`src/odometer_frame_decoder_unit_defines.svh`:
```
// assertion macros of the odometer frame decoder rtl
`ifndef ODOMETER_FRAME_DECODER_UNIT_DEFINES_SVH
`define ODOMETER_FRAME_DECODER_UNIT_DEFINES_SVH

// same-cycle implication, disabled in reset
`define OFD_ASSERT_IMPL(label, clk, rst, ante, cons) \
  label: assert property (@(posedge clk) disable iff (rst) (ante) |-> (cons)) \
    else $error("ofd assertion failed");

// next-cycle implication, disabled in reset
`define OFD_ASSERT_NEXT(label, clk, rst, ante, cons) \
  label: assert property (@(posedge clk) disable iff (rst) (ante) |=> (cons)) \
    else $error("ofd assertion failed");

`endif

```
`src/ofd_pkg.sv`:
```
// types and constants of the odometer frame decoder
package ofd_pkg;

  localparam int MAX_FRAME_BYTES_DEF = 7;
  localparam int MIN_FRAME_BYTES     = 6;
  localparam int WINDOW_CELLS        = 5;
  localparam int BYTE_W              = 6;
  localparam int IDX_W               = 3;
  localparam int COUNT_W             = 12;
  localparam int TIME_W              = 18;
  localparam logic [TIME_W-1:0] TIME_WRAP = 18'h10000;

  typedef enum logic [1:0] {
    KIND_FRAME = 2'd0,
    KIND_SHORT = 2'd1,
    KIND_LONG  = 2'd2
  } kind_t;

  typedef struct packed {
    kind_t              kind;
    logic               checksum_bad;
    logic [COUNT_W-1:0] raw_count;
    logic [TIME_W-1:0]  raw_time;
    logic [COUNT_W-1:0] count_delta;
    logic [TIME_W-1:0]  time_delta;
  } ofd_result_t;

endpackage

```
`src/ofd_cell.sv`:
```
// one cell of the frame byte shift line
module ofd_cell (
  input  logic                      clk,
  input  logic                      shift,
  input  logic [ofd_pkg::BYTE_W-1:0] din,
  output logic [ofd_pkg::BYTE_W-1:0] q
);
  import ofd_pkg::*;

  always_ff @(posedge clk) begin
    if (shift) begin
      q <= din;
    end
  end

endmodule

```
`src/ofd_delta.sv`:
```
// previous frame time and count, and the deltas against them
module ofd_delta (
  input  logic                        clk,
  input  logic                        rst,
  input  logic                        load,
  input  logic [ofd_pkg::COUNT_W-1:0] raw_count,
  input  logic [ofd_pkg::TIME_W-1:0]  raw_time,
  output logic [ofd_pkg::COUNT_W-1:0] count_delta,
  output logic [ofd_pkg::TIME_W-1:0]  time_delta
);
  import ofd_pkg::*;

  logic [COUNT_W-1:0] last_count;
  logic [TIME_W-1:0]  last_time;

  always_ff @(posedge clk) begin
    if (rst) begin
      last_count <= '0;
      last_time  <= '0;
    end else if (load) begin
      last_count <= raw_count;
      last_time  <= raw_time;
    end
  end

  always_comb begin
    // wrap rule adds 2^16 when time did not advance
    if (raw_time > last_time) begin
      time_delta = raw_time - last_time;
    end else begin
      time_delta = raw_time + TIME_WRAP - last_time;
    end
    // count going back re-bases, delta zero
    if (raw_count < last_count) begin
      count_delta = '0;
    end else begin
      count_delta = raw_count - last_count;
    end
  end

endmodule

```
`src/odometer_frame_decoder_unit.sv`:
```
// odometer frame decoder top level: byte shift line, decode and output buffer
//
//  channel | signals                        | carries
//  --------+--------------------------------+-----------------------------------
//  in      | in_valid, in_ready, rx_byte    | one received serial byte
//  out     | out_valid, out_ready, kind ... | decoded frame or error report
//
// one byte is taken per cycle while in_ready is high; each result is registered
// the rate is set by the output register and its one-entry skid stage
// in_ready drops only while the skid stage holds a result
// rst (synchronous) clears the byte count, last time, last count and valids
module odometer_frame_decoder_unit #(
  parameter int MAX_FRAME_BYTES = ofd_pkg::MAX_FRAME_BYTES_DEF
) (
  input  logic                        clk,
  input  logic                        rst,
  input  logic                        in_valid,
  output logic                        in_ready,
  input  logic [7:0]                  rx_byte,
  output logic                        out_valid,
  input  logic                        out_ready,
  output logic [1:0]                  kind,
  output logic                        checksum_bad,
  output logic [ofd_pkg::COUNT_W-1:0] raw_count,
  output logic [ofd_pkg::TIME_W-1:0]  raw_time,
  output logic [ofd_pkg::COUNT_W-1:0] count_delta,
  output logic [ofd_pkg::TIME_W-1:0]  time_delta
);
  import ofd_pkg::*;
  `include "odometer_frame_decoder_unit_defines.svh"

  localparam logic [IDX_W-1:0] MAX_IDX = IDX_W'(MAX_FRAME_BYTES);
  localparam logic [IDX_W-1:0] MIN_IDX = IDX_W'(MIN_FRAME_BYTES);

  logic [IDX_W-1:0]  byte_index;
  logic [IDX_W-1:0]  byte_index_next;
  logic [IDX_W-1:0]  idx_inc;
  logic [BYTE_W-1:0] cell_q [WINDOW_CELLS];
  logic [BYTE_W-1:0] rx_low;
  logic              in_fire;
  logic              out_fire;
  logic              frame_byte;
  logic              too_long;
  logic              has_res;
  logic              decode_ok;
  logic              store;
  logic [COUNT_W-1:0] dec_count;
  logic [TIME_W-1:0]  dec_time;
  logic [COUNT_W-1:0] dec_count_delta;
  logic [TIME_W-1:0]  dec_time_delta;
  ofd_result_t       res;
  ofd_result_t       out_res;
  ofd_result_t       skid_res;
  logic              skid_valid;
  logic              out_err;
  logic              err_fields_clear;

  assign in_ready = ~skid_valid;
  assign in_fire  = in_valid & in_ready;
  assign out_fire = out_valid & out_ready;

  assign rx_low     = rx_byte[BYTE_W-1:0];
  assign frame_byte = rx_byte[7];
  assign too_long   = frame_byte & (byte_index >= MAX_IDX);
  assign idx_inc    = byte_index + IDX_W'(1);
  assign has_res    = frame_byte & (too_long | ~rx_byte[6]);
  assign decode_ok  = frame_byte & ~too_long & ~rx_byte[6] & (idx_inc >= MIN_IDX);
  assign store      = in_fire & frame_byte & ~too_long;

  // shift line: cell 0 holds the newest stored byte
  for (genvar i = 0; i < WINDOW_CELLS; i++) begin : g_cell
    if (i == 0) begin : g_head
      ofd_cell u_cell (.clk(clk), .shift(store), .din(rx_low), .q(cell_q[i]));
    end else begin : g_tail
      ofd_cell u_cell (.clk(clk), .shift(store), .din(cell_q[i-1]), .q(cell_q[i]));
    end
  end

  // closing byte is the live input byte; the five window cells hold the bytes before it
  assign dec_count = {cell_q[4], cell_q[3]};
  assign dec_time  = {cell_q[2], cell_q[1], cell_q[0]};

  ofd_delta u_delta (
    .clk        (clk),
    .rst        (rst),
    .load       (in_fire & decode_ok),
    .raw_count  (dec_count),
    .raw_time   (dec_time),
    .count_delta(dec_count_delta),
    .time_delta (dec_time_delta)
  );

  always_comb begin
    res = '0;
    if (too_long) begin
      res.kind = KIND_LONG;
    end else if (decode_ok) begin
      res.kind         = KIND_FRAME;
      res.checksum_bad = |(cell_q[4] ^ cell_q[3] ^ cell_q[2] ^ cell_q[1]
                           ^ cell_q[0] ^ rx_low);
      res.raw_count    = dec_count;
      res.raw_time     = dec_time;
      res.count_delta  = dec_count_delta;
      res.time_delta   = dec_time_delta;
    end else begin
      res.kind = KIND_SHORT;
    end
  end

  always_comb begin
    byte_index_next = byte_index;
    if (in_fire && frame_byte) begin
      if (too_long || !rx_byte[6]) begin
        byte_index_next = '0;
      end else begin
        byte_index_next = idx_inc;
      end
    end
  end

  always_ff @(posedge clk) begin
    if (rst) begin
      byte_index <= '0;
    end else begin
      byte_index <= byte_index_next;
    end
  end

  // output register with one skid entry
  always_ff @(posedge clk) begin
    if (rst) begin
      out_valid  <= 1'b0;
      skid_valid <= 1'b0;
    end else if (skid_valid) begin
      if (out_fire) begin
        out_valid  <= 1'b1;
        skid_valid <= 1'b0;
      end
    end else if (!out_valid || out_fire) begin
      out_valid <= in_fire & has_res;
    end else if (in_fire && has_res) begin
      skid_valid <= 1'b1;
    end
  end

  always_ff @(posedge clk) begin
    if (skid_valid) begin
      if (out_fire) begin
        out_res <= skid_res;
      end
    end else if (!out_valid || out_fire) begin
      out_res <= res;
    end else if (in_fire && has_res) begin
      skid_res <= res;
    end
  end

  assign kind         = out_res.kind;
  assign checksum_bad = out_res.checksum_bad;
  assign raw_count    = out_res.raw_count;
  assign raw_time     = out_res.raw_time;
  assign count_delta  = out_res.count_delta;
  assign time_delta   = out_res.time_delta;

  // error reports carry only their kind
  assign out_err          = out_valid & (out_res.kind != KIND_FRAME);
  assign err_fields_clear = ~out_res.checksum_bad & (raw_count == '0) & (raw_time == '0)
                            & (count_delta == '0) & (time_delta == '0);

  `OFD_ASSERT_IMPL(a_skid_behind_out, clk, rst, skid_valid, out_valid)
  `OFD_ASSERT_IMPL(a_index_in_range, clk, rst, 1'b1, byte_index <= MAX_IDX)
  `OFD_ASSERT_IMPL(a_error_fields_zero, clk, rst, out_err, err_fields_clear)
  `OFD_ASSERT_NEXT(a_close_clears_index, clk, rst, in_fire && has_res, byte_index == '0)

endmodule
```
`config.mk`:
```
export PLATFORM = sky130hd
export DESIGN_NAME = odometer_frame_decoder_unit
export DESIGN_NICKNAME = d
export VERILOG_FILES = /design/src/ofd_pkg.sv /design/src/ofd_cell.sv /design/src/ofd_delta.sv /design/src/odometer_frame_decoder_unit.sv
export VERILOG_INCLUDE_DIRS = /design/src /design/src/src
export SDC_FILE = /design/constraint.sdc
export NUM_CORES = 1
export LEC_CHECK = 0
export BUFFER_PORTS_ARGS = -buffer_cell sky130_fd_sc_hd__buf_2
export CORE_ASPECT_RATIO = 0.9
export CORE_MARGIN = 5
export CORE_UTILIZATION = 57
export DETAILED_ROUTE_END_ITERATION = 8
export GPL_ROUTABILITY_DRIVEN = 0
export PLACE_DENSITY = 0.75
export SYNTH_ARGS = -nofsm -noshare
export SYNTH_HDL_FRONTEND = slang
export SYNTH_SLANG_ARGS = --single-unit
```
`constraint.sdc`:
```
create_clock -name clk -period 16.5 [get_ports clk]
set_input_delay 0.825 -clock clk [delete_from_list [all_inputs] [get_ports clk]]
set_output_delay 0.825 -clock clk [all_outputs]
set_load 0.02 [all_outputs]
```
==> summary by stage <==
Power
Of the total power, the share spent switching nets is 0.2379. The part of the total power dissipated in combinational logic is 0.083. IR analysis of the VDD net gives a maximum drop of approximately 77 uV. The clock share of power is 0.398. The power per cell area is about 93 mW/mm^2. The leakage power total is about 4.5 nW.

The internal power summed over all cells is just under 0.8 mW. The total power is just over 1 mW. Summed over all nets, the switching power comes to 0.2451 mW.

Of the total power, registers draw 0.518.

STA
Setup repair after global routing left no endpoint under its margin. The post-route minimum period is 3.609 ns. The ratio of final minimum period to clock period is 0.2187. The slew at the pin with the worst max-slew slack is around 1.2 ns. Headroom to the max-slew limit came out at 0.2179. The final count of hold timing violations is 0.

Setup violations remaining at the end of the flow were counted as 0. For the final routed database, the setup TNS stands at 0 ns. Based on the critical path, the design can be clocked at up to roughly 280 MHz. The maximum clock skew at final layout is between 0.01 and 0.015 ns. The number of pins with negative max-slew slack in the final report is 0.

Yosys
The number of synthesized flops with an enable pin is 156. The share of the Yosys chip area taken by registers is 0.5404. The instance count of the mapped netlist is a little under 900. The cell area after synthesis is 0.009965 sq mm.

The cell type with the highest aggregate area in the netlist is sky130_fd_sc_hd__edfxtp_1. The number of nets in the synthesized netlist is around 950. The Yosys step of the flow raised 0 warnings. A synthesized cell averages 11.40 sq um. The proportion of register bits with asynchronous set or reset after synthesis is 0. The synthesized netlist contains just over 60 unique library cells.

The share of Yosys cell area claimed by the top area cell type is 0.4701. Counting flops and latches in the post-synthesis netlist gives between 150 and 200. The most used flip-flop cell after synthesis is sky130_fd_sc_hd__edfxtp_1. Yosys attributes the largest share of cell area to sky130_fd_sc_hd__edfxtp_1, sky130_fd_sc_hd__dfxtp_1, sky130_fd_sc_hd__ha_1.

CTS
After clock tree synthesis, the setup repair step added 0 buffers. The clock insertion delay at the later pin of the skew report is around 0.44 ns. The clock input transition at the sequential cells of the worst setup and hold paths is 0.07 ns. The number of gates resized after cts is 0.

The deepest clock path buffer count is 2. Buffers inserted during clock tree synthesis total 17. The TritonCTS clock tree is done. The CTS sink count is roughly 190.

The count of hold buffers inserted by post-cts repair is 0. In this run the number of H-tree levels came out at 4. The tree is rooted in a sky130_fd_sc_hd__clkbuf_16.

Critical path
The first element of the critical path is g_cell[0].g_head.u_cell.q[1]$_DFFE_PP_. In this run the critical register-to-register path is captured at time_delta[17]$_DFFE_PP_. By startpoint and endpoint, the worst setup path is classified as reg -> reg.

The launching element type of the critical path is a flop. The source of the worst register-to-register timing path is g_cell[0].g_head.u_cell.q[1]$_DFFE_PP_. The kind of end point of the critical path is a flop. The largest fanout of any net on the critical path is 6. Across all register-to-register paths, the minimum setup slack is around 13 ns. At the worst endpoint, the required time is between 15 and 20 ns. For the worst flop-to-flop path, the logic depth is 12. The arrival time reported for the critical path endpoint is about 3.8 ns.

Placed design
Summing all placed instances gives a cell area of approximately 0.011 sq mm. The count of port buffers added during placement is 76. The placed wire-length estimate after detailed placement is roughly 14 mm.

Detailed routing
The remaining design rule violation count is 0. The detailed router placed 6,649 vias in this run. The per-cell routed wire length is about 17 microns.

The remaining number of nets flagged by the antenna check after routing is 0. The detailed-route vias per instance is about 5.6. The detailed-route wire length is between 20 and 25 mm.

The number of DRC violations after detailed-routing iteration 0 is between 500 and 600. The first-pass iteration count of the detailed router is 5.

Global routing
Entering global routing, the biggest net connects 65 pins. The number of antenna violations at the first check in global routing is 0. The global-route congestion overflow total is 0.

The via count of the first global-routing pass is about 6,400. The first global-routing pass estimated about 34 mm of wire. The global-route total usage across every layer is 0.2124.

Die
The floorplan step set the die height to around 140 microns. The die covers between 0.02 and 0.025 sq mm. In this run the count of I/O pins placed on the die edge is 77. The x dimension of the die is 149.4 microns.

In this run the core area contains 45 standard-cell rows. The total area inside the core boundary comes to 0.01700 sq mm. The initial utilization of the core area, before any placement, comes to 0.5860.

Run status
The run finished with clean final reports.

Hold path
The instance count along the most critical hold path is 2. The path with the worst hold slack has its endpoint at u_delta.last_count[7]$_SDFFE_PP0P_. The startpoint of the most critical hold path is u_delta.last_count[7]$_SDFFE_PP0P_. The path category of the worst min-delay check is reg -> reg.

Cells and area
After the last flow step, the layout net total stands at a little over 1,000. At the end of the flow the core is filled with cells to 0.6541. The finished cells cover ~0.011 sq mm. The area growth from synthesis to final layout is 11.61%. 0 antenna diodes ended up in the layout.

The fraction of final layout cells sized beyond drive strength 1 is 0.1744.

Job
Max-cap violations in this run came to 0.
-- power groups by stage --
stage	logic [mW]	clock network [mW]	registers, mW
floorplan	0.0559	0	0.552
global placement	0.0842	0	0.545
detailed placement	0.0852	0	0.545
CTS	0.0857	0.415	0.534
global route	0.0942	0.439	0.535
finish	0.0858	0.410	0.534
-- synth_stat cells, drive strengths merged, types with 2 or more instances --
cell / count
xnor2: 49
a211oi: 7
nand2b: 2
o2bb2ai: 2
edfxtp: 156
a21oi: 56
nor3b: 5
o31ai: 24
a22oi: 3
mux2: 35
o21ai: 27
o21bai: 6
fa: 15
o21a: 3
mux2i: 4
buf: 10
or3: 2
nor2: 55
nand2: 118
a31o: 2
o31a: 2
clkbuf: 27
ha: 50
dfxtp: 35
nand4: 3
a21o: 9
a31oi: 11
nand3: 13
nor4: 3
and3: 5
and2: 25
nor2b: 4
xor2: 20
inv: 59
nor3: 8
-- worst max-delay path: stages (launching register included) --
cell,delay (ns)
sky130_fd_sc_hd__edfxtp_1,0.51
sky130_fd_sc_hd__ha_1,0.39
sky130_fd_sc_hd__ha_1,0.26
sky130_fd_sc_hd__fa_1,0.43
sky130_fd_sc_hd__a211oi_2,0.26
sky130_fd_sc_hd__o21ai_1,0.13
sky130_fd_sc_hd__a311o_2,0.44
sky130_fd_sc_hd__a211oi_2,0.24
sky130_fd_sc_hd__o41ai_2,0.12
sky130_fd_sc_hd__xor2_1,0.14
sky130_fd_sc_hd__a21oi_1,0.19
sky130_fd_sc_hd__xnor2_1,0.16
sky130_fd_sc_hd__o21ai_1,0.09
-- flip-flops by register name (all words and copies together), names as in the netlist, 2 cells and up --
name                    flops
time_delta                 18
kind                        2
count_delta                12
raw_count                  12
g_cell.g_head.u_cell.q      6
u_delta.last_count         12
skid_res                   63
byte_index                  3
raw_time                   18
g_cell.g_tail.u_cell.q     24
u_delta.last_time          18
-- cell type report --
class	count	area, sq um
clock buffer	18	429.2
clock inverter	14	153.9
fill	1330	5882
inverter	59	221.5
multi-input combinational	587	4204
sequential	191	5386
tap	235	294.0
timing repair buffer	83	432.9
-- cell usage in the layout, fill, tap and decap left out, types with 4 or more instances in the layout --
master / instances
sky130_fd_sc_hd__a211oi_1: 5
sky130_fd_sc_hd__nor3_1: 8
sky130_fd_sc_hd__nand3_1: 13
sky130_fd_sc_hd__clkbuf_16: 17
sky130_fd_sc_hd__nor2_1: 54
sky130_fd_sc_hd__o21ai_1: 5
sky130_fd_sc_hd__and3_1: 5
sky130_fd_sc_hd__o21bai_1: 6
sky130_fd_sc_hd__fa_1: 15
sky130_fd_sc_hd__buf_4: 7
sky130_fd_sc_hd__ha_1: 50
sky130_fd_sc_hd__a21oi_1: 56
sky130_fd_sc_hd__o21ai_0: 21
sky130_fd_sc_hd__dfxtp_1: 34
sky130_fd_sc_hd__and2_1: 25
sky130_fd_sc_hd__a31oi_1: 11
sky130_fd_sc_hd__buf_2: 76
sky130_fd_sc_hd__inv_6: 4
sky130_fd_sc_hd__a21o_1: 9
sky130_fd_sc_hd__nand2_1: 118
sky130_fd_sc_hd__xor2_1: 20
sky130_fd_sc_hd__xnor2_1: 49
sky130_fd_sc_hd__edfxtp_1: 156
sky130_fd_sc_hd__o31ai_1: 24
sky130_fd_sc_hd__mux2i_1: 4
sky130_fd_sc_hd__nor3b_1: 4
sky130_fd_sc_hd__nor2b_1: 4
sky130_fd_sc_hd__mux2_2: 34
sky130_fd_sc_hd__inv_1: 59
-- layer usage --
layer	vias to the layer above	share of wire	track usage
li1	3216	-	-
met5	-	0	0
met3	27	0.061	0.05253
met2	193	0.45	0.3196
met1	3213	0.48	0.3096
met4	0	0.013	0.05745
-- worst max-delay path by stage --
stage | endpoint | cells past startpoint
2_1_floorplan | skid_res[0]$_DFFE_PP_ | 3
3_3_place_gp | count_delta[10]$_DFFE_PP_ | 13
3_5_place_dp | count_delta[8]$_DFFE_PP_ | 13
4_1_cts | count_delta[10]$_DFFE_PP_ | 13
5_1_grt | count_delta[10]$_DFFE_PP_ | 13
6_report | time_delta[17]$_DFFE_PP_ | 12
-- through the flow --
stage / setup slack (ns) / hold slack (ns) / instances
2_1_floorplan: 10.08 / 0.4363 / 874
3_3_place_gp: 13.01 / 0.4421 / 1155
3_5_place_dp: 12.87 / 0.4469 / 1155
4_1_cts: 12.88 / 0.4569 / 1187
5_1_grt: 12.61 / 0.4764 / 1187
6_report: 12.89 / 0.4547 / 1187
-- logic make-up after synthesis --
kind of cell	count (synthesis)	synth area share
xor+xnor	69	0.06065
fa+ha+maj	65	0.09292
flops	191	0.5404
simple gates	249	0.1146
compound gates	165	0.1079
buf+inv	96	0.03955
mux	39	0.04395
Note: power is estimated with default switching activity, not from simulation.
